===== src/bldc32_pkg.sv =====
// shared constants, codes and the byte-wise crc-32 update for the log deframer
package bldc32_pkg;

	// parse phases
	localparam logic [1:0] PH_HUNT    = 2'd0;
	localparam logic [1:0] PH_HEADER  = 2'd1;
	localparam logic [1:0] PH_PAYLOAD = 2'd2;
	localparam logic [1:0] PH_CRC     = 2'd3;

	// result event codes
	localparam logic [2:0] EV_PAYLOAD     = 3'd0;
	localparam logic [2:0] EV_FRAME_GOOD  = 3'd1;
	localparam logic [2:0] EV_CRC_BAD     = 3'd2;
	localparam logic [2:0] EV_HDR_LEN_BAD = 3'd3;
	localparam logic [2:0] EV_ZERO_LEN    = 3'd4;

	// configuration register indexes
	localparam int CFG_IDX_W = 3;
	localparam logic [CFG_IDX_W-1:0] REG_SYNC_FIRST  = 3'd0;
	localparam logic [CFG_IDX_W-1:0] REG_SYNC_SECOND = 3'd1;
	localparam logic [CFG_IDX_W-1:0] REG_SYNC_THIRD  = 3'd2;
	localparam logic [CFG_IDX_W-1:0] REG_HDR_LEN     = 3'd3;
	localparam logic [CFG_IDX_W-1:0] REG_CRC_ENABLE  = 3'd4;
	localparam int CFG_DATA_W = 8;

	// configuration reset values
	localparam logic [7:0] SYNC_FIRST_RST  = 8'hAA;
	localparam logic [7:0] SYNC_SECOND_RST = 8'h44;
	localparam logic [7:0] SYNC_THIRD_RST  = 8'h12;
	localparam logic [7:0] HDR_LEN_RST     = 8'd28;
	localparam logic       CRC_ENABLE_RST  = 1'b1;

	// header layout
	localparam logic [4:0] HDR_LAST_POS = 5'd27;
	localparam logic [4:0] POS_HDR_LEN  = 5'd3;

	localparam logic [31:0] CRC_POLY = 32'hEDB88320;

	// reflected crc-32 update by one byte
	function automatic logic [31:0] crc_byte(input logic [31:0] crc, input logic [7:0] b);
		logic [31:0] t;
		t = {24'd0, crc[7:0] ^ b};
		for (int k = 0; k < 8; k++) begin
			t = t[0] ? ((t >> 1) ^ CRC_POLY) : (t >> 1);
		end
		return {8'd0, crc[31:8]} ^ t;
	endfunction

endpackage


===== src/binary_log_deframer_crc32_core.sv =====
// binary log deframer: sync hunt, header capture, payload pass-through, crc-32 verdict
// a byte accepted into the input register is processed from there, and any result it
// gives is written to the result register; throughput is one byte per cycle while the
// result side does not stall, as the crc byte update and parse logic sit between registers.
// reset (arst_n low, asynchronous) returns to sync hunt, clears the captured header
// fields and crc, and loads the sync, header length and crc enable defaults.
module binary_log_deframer_crc32_core (
	input  logic        clk,
	input  logic        arst_n,
	// input byte channel
	input  logic        in_valid,
	output logic        in_stall,
	input  logic [7:0]  rx_byte,
	// result channel
	output logic        out_valid,
	input  logic        out_stall,
	output logic [2:0]  event_kind,
	output logic [7:0]  payload_byte,
	output logic [15:0] payload_offset,
	output logic [15:0] message_id,
	output logic [15:0] message_length,
	output logic [15:0] time_week,
	output logic [31:0] time_milliseconds,
	output logic [31:0] receiver_status_word,
	output logic [31:0] received_crc,
	// configuration write port
	input  logic        cfg_we,
	input  logic [bldc32_pkg::CFG_IDX_W-1:0] cfg_index,
	input  logic [bldc32_pkg::CFG_DATA_W-1:0] cfg_data
);

	// configuration registers
	logic [7:0] sync_first_q, sync_second_q, sync_third_q, hdr_len_q;
	logic       crc_en_q;

	// input stage
	logic       valid_s1;
	logic [7:0] byte_s1;

	// parser state
	logic [1:0]  phase_q, phase_n;
	logic [4:0]  pos_q, pos_n;
	logic [15:0] cnt_q, cnt_n;
	logic [15:0] id_q, id_n, len_q, len_n, week_q, week_n;
	logic [31:0] ms_q, ms_n, status_q, status_n, crc_q, crc_n, cap_q, cap_n;

	// result register
	logic        out_valid_q;
	logic [2:0]  kind_q;
	logic [7:0]  pbyte_q;
	logic [15:0] poff_q;

	logic        out_free, proc;
	logic        res_vld;
	logic [2:0]  res_kind;
	logic [7:0]  res_pbyte;
	logic [15:0] res_poff;
	logic [31:0] crc_upd;
	logic [7:0]  sync_want;
	logic [15:0] cnt_inc;

	assign out_free = !out_valid_q || !out_stall;
	assign proc     = valid_s1 && out_free;
	assign in_stall = valid_s1 && !out_free;

	// configuration writes
	always_ff @(posedge clk or negedge arst_n) begin
		if (!arst_n) begin
			sync_first_q  <= bldc32_pkg::SYNC_FIRST_RST;
			sync_second_q <= bldc32_pkg::SYNC_SECOND_RST;
			sync_third_q  <= bldc32_pkg::SYNC_THIRD_RST;
			hdr_len_q     <= bldc32_pkg::HDR_LEN_RST;
			crc_en_q      <= bldc32_pkg::CRC_ENABLE_RST;
		end else if (cfg_we) begin
			unique case (cfg_index)
				bldc32_pkg::REG_SYNC_FIRST:  sync_first_q  <= cfg_data[7:0];
				bldc32_pkg::REG_SYNC_SECOND: sync_second_q <= cfg_data[7:0];
				bldc32_pkg::REG_SYNC_THIRD:  sync_third_q  <= cfg_data[7:0];
				bldc32_pkg::REG_HDR_LEN:     hdr_len_q     <= cfg_data[7:0];
				bldc32_pkg::REG_CRC_ENABLE:  crc_en_q      <= cfg_data[0];
				default: ;
			endcase
		end
	end

	// input register
	always_ff @(posedge clk or negedge arst_n) begin
		if (!arst_n) begin
			valid_s1 <= 1'b0;
		end else if (!in_stall) begin
			valid_s1 <= in_valid;
		end
	end

	always_ff @(posedge clk) begin
		if (in_valid && !in_stall) begin
			byte_s1 <= rx_byte;
		end
	end

	// next-state and result for the registered byte
	always_comb begin
		phase_n   = phase_q;
		pos_n     = pos_q;
		cnt_n     = cnt_q;
		id_n      = id_q;
		len_n     = len_q;
		week_n    = week_q;
		ms_n      = ms_q;
		status_n  = status_q;
		crc_n     = crc_q;
		cap_n     = cap_q;
		res_vld   = 1'b0;
		res_kind  = bldc32_pkg::EV_PAYLOAD;
		res_pbyte = 8'd0;
		res_poff  = 16'd0;
		crc_upd   = bldc32_pkg::crc_byte(crc_q, byte_s1);
		cnt_inc   = cnt_q + 16'd1;
		sync_want = (pos_q == 5'd0) ? sync_first_q :
			(pos_q == 5'd1) ? sync_second_q : sync_third_q;

		unique case (phase_q)
			bldc32_pkg::PH_HUNT: begin
				if (byte_s1 != sync_want) begin
					pos_n = 5'd0;
					cnt_n = 16'd0;
				end else begin
					if (pos_q == 5'd0) begin
						// new frame: clear the captured fields
						id_n     = 16'd0;
						len_n    = 16'd0;
						week_n   = 16'd0;
						ms_n     = 32'd0;
						status_n = 32'd0;
						cap_n    = 32'd0;
						crc_n    = bldc32_pkg::crc_byte(32'd0, byte_s1);
					end else begin
						crc_n = crc_upd;
					end
					pos_n = pos_q + 5'd1;
					if (pos_q >= 5'd2) begin
						phase_n = bldc32_pkg::PH_HEADER;
						pos_n   = bldc32_pkg::POS_HDR_LEN;
					end
				end
			end

			bldc32_pkg::PH_HEADER: begin
				if (pos_q == bldc32_pkg::POS_HDR_LEN && byte_s1 != hdr_len_q) begin
					phase_n  = bldc32_pkg::PH_HUNT;
					pos_n    = 5'd0;
					cnt_n    = 16'd0;
					res_vld  = 1'b1;
					res_kind = bldc32_pkg::EV_HDR_LEN_BAD;
				end else begin
					crc_n = crc_upd;
					// little-endian field capture
					case (pos_q)
						5'd4:  id_n[7:0]       = id_q[7:0] | byte_s1;
						5'd5:  id_n[15:8]      = id_q[15:8] | byte_s1;
						5'd8:  len_n[7:0]      = len_q[7:0] | byte_s1;
						5'd9:  len_n[15:8]     = len_q[15:8] | byte_s1;
						5'd14: week_n[7:0]     = week_q[7:0] | byte_s1;
						5'd15: week_n[15:8]    = week_q[15:8] | byte_s1;
						5'd16: ms_n[7:0]       = ms_q[7:0] | byte_s1;
						5'd17: ms_n[15:8]      = ms_q[15:8] | byte_s1;
						5'd18: ms_n[23:16]     = ms_q[23:16] | byte_s1;
						5'd19: ms_n[31:24]     = ms_q[31:24] | byte_s1;
						5'd20: status_n[7:0]   = status_q[7:0] | byte_s1;
						5'd21: status_n[15:8]  = status_q[15:8] | byte_s1;
						5'd22: status_n[23:16] = status_q[23:16] | byte_s1;
						5'd23: status_n[31:24] = status_q[31:24] | byte_s1;
						default: ;
					endcase
					if (pos_q == 5'd9 && len_n == 16'd0) begin
						phase_n  = bldc32_pkg::PH_HUNT;
						pos_n    = 5'd0;
						cnt_n    = 16'd0;
						res_vld  = 1'b1;
						res_kind = bldc32_pkg::EV_ZERO_LEN;
					end else if (pos_q >= bldc32_pkg::HDR_LAST_POS) begin
						phase_n = bldc32_pkg::PH_PAYLOAD;
						pos_n   = 5'd0;
						cnt_n   = 16'd0;
					end else begin
						pos_n = pos_q + 5'd1;
					end
				end
			end

			bldc32_pkg::PH_PAYLOAD: begin
				crc_n     = crc_upd;
				res_vld   = 1'b1;
				res_kind  = bldc32_pkg::EV_PAYLOAD;
				res_pbyte = byte_s1;
				res_poff  = cnt_q;
				if (cnt_inc == len_q) begin
					phase_n = bldc32_pkg::PH_CRC;
					cnt_n   = 16'd0;
				end else begin
					cnt_n = cnt_inc;
				end
			end

			bldc32_pkg::PH_CRC: begin
				case (cnt_q[1:0])
					2'd0: cap_n[7:0]   = cap_q[7:0] | byte_s1;
					2'd1: cap_n[15:8]  = cap_q[15:8] | byte_s1;
					2'd2: cap_n[23:16] = cap_q[23:16] | byte_s1;
					default: cap_n[31:24] = cap_q[31:24] | byte_s1;
				endcase
				if (cnt_q[1:0] != 2'd3) begin
					cnt_n = {14'd0, cnt_q[1:0] + 2'd1};
				end else begin
					phase_n  = bldc32_pkg::PH_HUNT;
					pos_n    = 5'd0;
					cnt_n    = 16'd0;
					res_vld  = 1'b1;
					res_kind = (!crc_en_q || cap_n == crc_q) ?
						bldc32_pkg::EV_FRAME_GOOD : bldc32_pkg::EV_CRC_BAD;
				end
			end

			default: ;
		endcase
	end

	// parser state registers
	always_ff @(posedge clk or negedge arst_n) begin
		if (!arst_n) begin
			phase_q  <= bldc32_pkg::PH_HUNT;
			pos_q    <= 5'd0;
			cnt_q    <= 16'd0;
			id_q     <= 16'd0;
			len_q    <= 16'd0;
			week_q   <= 16'd0;
			ms_q     <= 32'd0;
			status_q <= 32'd0;
			crc_q    <= 32'd0;
			cap_q    <= 32'd0;
		end else if (proc) begin
			phase_q  <= phase_n;
			pos_q    <= pos_n;
			cnt_q    <= cnt_n;
			id_q     <= id_n;
			len_q    <= len_n;
			week_q   <= week_n;
			ms_q     <= ms_n;
			status_q <= status_n;
			crc_q    <= crc_n;
			cap_q    <= cap_n;
		end
	end

	// result register valid
	always_ff @(posedge clk or negedge arst_n) begin
		if (!arst_n) begin
			out_valid_q <= 1'b0;
		end else if (proc && res_vld) begin
			out_valid_q <= 1'b1;
		end else if (!out_stall) begin
			out_valid_q <= 1'b0;
		end
	end

	// result payload, header fields as they stand after this byte
	logic [15:0] res_id_q, res_len_q, res_week_q;
	logic [31:0] res_ms_q, res_status_q, res_cap_q;

	always_ff @(posedge clk) begin
		if (proc && res_vld) begin
			kind_q       <= res_kind;
			pbyte_q      <= res_pbyte;
			poff_q       <= res_poff;
			res_id_q     <= id_n;
			res_len_q    <= len_n;
			res_week_q   <= week_n;
			res_ms_q     <= ms_n;
			res_status_q <= status_n;
			res_cap_q    <= cap_n;
		end
	end

	assign out_valid            = out_valid_q;
	assign event_kind           = kind_q;
	assign payload_byte         = pbyte_q;
	assign payload_offset       = poff_q;
	assign message_id           = res_id_q;
	assign message_length       = res_len_q;
	assign time_week            = res_week_q;
	assign time_milliseconds    = res_ms_q;
	assign receiver_status_word = res_status_q;
	assign received_crc         = res_cap_q;

endmodule


===== config.mk =====
export PLATFORM = sky130hd
export DESIGN_NAME = binary_log_deframer_crc32_core
export DESIGN_NICKNAME = d
export VERILOG_FILES = /design/src/bldc32_pkg.sv /design/src/binary_log_deframer_crc32_core.sv
export SDC_FILE = /design/constraint.sdc
export NUM_CORES = 1
export LEC_CHECK = 0
export BUFFER_PORTS_ARGS = -buffer_cell sky130_fd_sc_hd__buf_2
export CAP_MARGIN = 0
export CELL_PAD_IN_SITES_DETAIL_PLACEMENT = 0
export CELL_PAD_IN_SITES_GLOBAL_PLACEMENT = 2
export CORE_ASPECT_RATIO = 1.1
export CORE_MARGIN = 3
export CORE_UTILIZATION = 41
export CTS_CLUSTER_SIZE = 8
export DETAILED_ROUTE_END_ITERATION = 6
export PLACE_DENSITY = 0.9
export SLEW_MARGIN = 20
export SYNTH_ARGS = -nofsm -noshare
export SYNTH_HDL_FRONTEND = slang
export SYNTH_SLANG_ARGS = --single-unit

===== constraint.sdc =====
create_clock -name clk -period 40.2 [get_ports clk]
set_input_delay 12.06 -clock clk [delete_from_list [all_inputs] [get_ports clk]]
set_output_delay 12.06 -clock clk [all_outputs]
set_load 0.02 [all_outputs]

==> impl_metrics.yaml <==
outcome:
  result_of_the_run: "finished clean"
pwr:
  power_density_nw_per_um2: 74.91
  power.leakage_nw: 9.332
  peakVddDrop_mv: 0.03555
clock_network:
  clock_sink_count: 413
  cts-root-to-sink-buffers: 3
  cts_made_buffers: 57
  ctsRootBufferMaster: "sky130_fd_sc_hd__clkbuf_16"
  ctsHtreeMaxLevel: 2
  cts_tree: "done"
  cts-resized-gates: 0
  clkTransAtPathRegs_ns: 0.05
  source_to_sink_clock_delay_at_the_later_pin_of_the_worst_skew_pair_ns: 0.62
  hold_buffers: 0
  cts.repair_timing.setup_buffer_count: 0
sta:
  totalNegativeSetupSlack_ns: 0
  worstMarginPinSlew_ns: 1.055
  final_min_period_over_clock_period: 0.6109
  timing.slew.headroom: 0.2964
  worst_clock_skew_ns: 0.03283
  final-max-slew-violation-count: 0
  fmaxAchievable_ghz: 0.04072
  setup_violations: 0
  final_hold_viol_count: 0
  finalCriticalPeriod_ns: 24.56
  grt_setup_unrepaired: "false"
routing:
  drt-wirelength-per-cell_um: 19.91
  routed-via-count: 14060
  post_drt_via_cell_ratio: 5.337
  route.detailed.drc: 0
  initialDrtViolationCount: 1049
  drt_first_pass_iters: 5
  routed_wirelength_um: 52450
  final_antenna_net_count: 0
global_route:
  grt_first_pass_wirelength_um: 81780
  grt-ovfl-total: 0
  groute.usage.overall: 0.2047
  antenna_found_initial: 1
  grt_pass1_vias: 13540
  grt_max_degree: 225
cells_and_area:
  post_layout_instance_count_excluding_filler_cells: 2635
  filler_cells_inserted: 4299
  antenna-diode-count: 0
  nets: 1992
  area_growth_pct: 16.28
  layout-drive-gt1-share: 0.1752
worst_setup_path:
  critical-path-top-cell-by-count: "sky130_fd_sc_hd__buf_2"
  critical_path_class: "in2out"
  timing.critical_path.buf_inv: 3
  critical_path_required_ns: 28.14
  max_stage_delay_ns: 0.15
  cpLargestDelayFamily: "buffers and inverters"
  regToRegSetupSlack_ns: 35.70
  sequence_of_cells_on_the_critical_path: "buf_2 > nand3_1 > inv_1 > buf_2"
  startpoint_type: "input pin"
  crit_path_end_kind: "output pin"
  critPathMaxFanout: 3
  arrival_worst_endpoint_ns: 12.50
  cp_slowest_cell: "sky130_fd_sc_hd__buf_2"
die:
  start_util: 0.4169
  die_width_um: 214.1
  die_y_um: 234.9
  num_io_pins: 197
  floorplan.rows: 83
  die_outline_area_um2: 50280
  placeableCoreArea_um2: 46840
synth:
  synth_area_um2: 19520
  ys_async_sr_fraction: 0.5666
  syn-num-nets: 1850
  synthDistinctLibCells: 61
  synth_enable_flop_cells: 179
  postSynth.topFlopCell: "sky130_fd_sc_hd__dfrtp_1"
  synth_warnings: 0
  synth_largest_area_cell: "sky130_fd_sc_hd__dfrtp_1"
  netlist_instances: 1812
  synth.top_cells.by_area: "sky130_fd_sc_hd__dfrtp_1 (28%), sky130_fd_sc_hd__edfxtp_1 (28%), sky130_fd_sc_hd__xnor2_1 (6.3%), sky130_fd_sc_hd__a21oi_1 (4.9%), sky130_fd_sc_hd__o31ai_1 (4.3%)"
  synth_top_cell_area_share: 0.2845
  ys_seq_area_frac: 0.5760
  synth.avg_cell_area_um2: 10.78
  postSynthRegisterBits: 413
placement:
  numPortBuffers: 196
  place_congestion: 0.8554
  number_of_cells_after_detailed_placement: 2532
  hpwl_um: 32950
flow_run:
  max_cap_viol_count: 0
worst_hold_path:
  holdCritPathClass: "reg2reg"
==> state kept, by name, summed over array words and instances, names as in the netlist, 32 cells and up, named ones only <==
name                  cells
cap_q                    32
crc_q                    32
ms_q                     32
received_crc             32
receiver_status_word     32
status_q                 32
time_milliseconds        32
==> per-stage QoR <==
stage               utilization  hold WS [ns]  total power, mW  cell area, µm²  setup slack, ns
floorplan                     -        0.4493            1.107           19530            13.79
global placement         0.4487        0.4599            1.245           21020            15.65
detailed placement       0.4487        0.4665            1.255           21020            15.65
CTS                      0.4847        0.4774            1.717           22700            15.65
global route             0.4847        0.4933            1.806           22700            15.60
finish                   0.4847        0.4719            1.701           22700            15.64
==> logic make-up (layout without fill, tap and decap cells) <==
logic type	Yosys count	after routing	synth area share
AOI/OAI and AO/OA	460	460	0.1503
buffers and inverters	164	350	0.03416
adders and majority gates	14	14	0.008972
and+or+nand+nor	529	529	0.1212
muxes	47	47	0.02647
xor gates and xnor gates	185	185	0.08299
DFF	413	413	0.5760
==> power by group <==
part	leakage [nW]	internal (mW)	switching (mW)
Clock	0.793	0.268	0.184
Combinational	3.73	0.258	0.397
Sequential	4.81	0.530	0.0644
Total	9.33	1.06	0.645
==> worst paths after layout <==
kind                                         start  cells after the start                         endpoint
max                                      out_stall                      4                         in_stall
min                        status_q[5]$_DFFE_PN0P_                      2          status_q[5]$_DFFE_PN0P_
max reg2reg                   pos_q[1]$_DFFE_PN0P_                     11  time_milliseconds[14]$_DFFE_PP_
min reg2reg                status_q[5]$_DFFE_PN0P_                      2          status_q[5]$_DFFE_PN0P_
max in group asynchronous                   arst_n                      2          status_q[4]$_DFFE_PN0P_
min in group asynchronous                   arst_n                      1      sync_third_q[3]$_DFFE_PN0P_
==> layout by cell type (no fill, tap or decap), types with 10 or more instances in the layout <==
| cell type | count |
|---|---|
| sky130_fd_sc_hd__dfrtp_1 | 222 |
| sky130_fd_sc_hd__nor2_1 | 208 |
| sky130_fd_sc_hd__buf_2 | 195 |
| sky130_fd_sc_hd__a21oi_1 | 193 |
| sky130_fd_sc_hd__nand2_1 | 180 |
| sky130_fd_sc_hd__edfxtp_1 | 179 |
| sky130_fd_sc_hd__xnor2_1 | 140 |
| sky130_fd_sc_hd__o31ai_1 | 113 |
| sky130_fd_sc_hd__o21ai_0 | 59 |
| sky130_fd_sc_hd__clkbuf_16 | 57 |
| sky130_fd_sc_hd__a22o_1 | 46 |
| sky130_fd_sc_hd__xor2_1 | 45 |
| sky130_fd_sc_hd__clkbuf_1 | 42 |
| sky130_fd_sc_hd__mux2_2 | 37 |
| sky130_fd_sc_hd__and2_1 | 32 |
| sky130_fd_sc_hd__buf_4 | 30 |
| sky130_fd_sc_hd__inv_1 | 20 |
| sky130_fd_sc_hd__nor4_1 | 20 |
| sky130_fd_sc_hd__nor3_1 | 15 |
| sky130_fd_sc_hd__nand3_1 | 14 |
| sky130_fd_sc_hd__ha_1 | 14 |
| sky130_fd_sc_hd__dfstp_2 | 12 |
| sky130_fd_sc_hd__o211ai_1 | 11 |
| sky130_fd_sc_hd__and3_1 | 11 |
| sky130_fd_sc_hd__mux2i_1 | 10 |
==> synthesized netlist by cell type, types with 9 or more instances <==
cell type                    n
sky130_fd_sc_hd__nand4_1     9
sky130_fd_sc_hd__buf_2      32
sky130_fd_sc_hd__ha_1       14
sky130_fd_sc_hd__dfstp_2    12
sky130_fd_sc_hd__buf_1      14
sky130_fd_sc_hd__and3_1     11
sky130_fd_sc_hd__o31ai_1   113
sky130_fd_sc_hd__mux2_2     37
sky130_fd_sc_hd__o21ai_0    59
sky130_fd_sc_hd__nor4_1     20
sky130_fd_sc_hd__edfxtp_1  179
sky130_fd_sc_hd__nor3_1     15
sky130_fd_sc_hd__and2_1     32
sky130_fd_sc_hd__clkbuf_1   95
sky130_fd_sc_hd__o211ai_1   11
sky130_fd_sc_hd__dfrtp_1   222
sky130_fd_sc_hd__xor2_1     45
sky130_fd_sc_hd__inv_1      20
sky130_fd_sc_hd__a22o_1     46
sky130_fd_sc_hd__nor2_1    208
sky130_fd_sc_hd__xnor2_1   140
sky130_fd_sc_hd__nand2_1   181
sky130_fd_sc_hd__nand3_1    14
sky130_fd_sc_hd__a21oi_1   193
sky130_fd_sc_hd__mux2i_1    10
sky130_fd_sc_hd__a211o_1     9
==> tightest hold or removal path, cell delays in order, from the launching register on <==
cell	delay, ns
sky130_fd_sc_hd__dfrtp_1	0.34
sky130_fd_sc_hd__nand2_1	0.05
sky130_fd_sc_hd__o31ai_1	0.05
==> layout make-up <==
class | instances | area [µm²] | area share
Timing Repair Buffer | 227 | 1236 | 0.05445
Multi-Input combinational cell | 1235 | 7661 | 0.3374
Inverter | 20 | 75.07 | 0.003307
Sequential cell | 413 | 11250 | 0.4953
Clock inverter | 3 | 90.09 | 0.003968
Clock buffer | 100 | 1598 | 0.07038
Tap cell | 637 | 797.0 | 0.03511
==> metal layers <==
layer  share of wire  global-route usage  wire length, µm
met3           0.060             0.03802             3127
met1            0.47              0.2944            24460
met5               0                   0                0
met4           0.025             0.06372             1287
met2            0.45              0.3163            23580
Note: power is estimated with default switching activity, not from simulation.
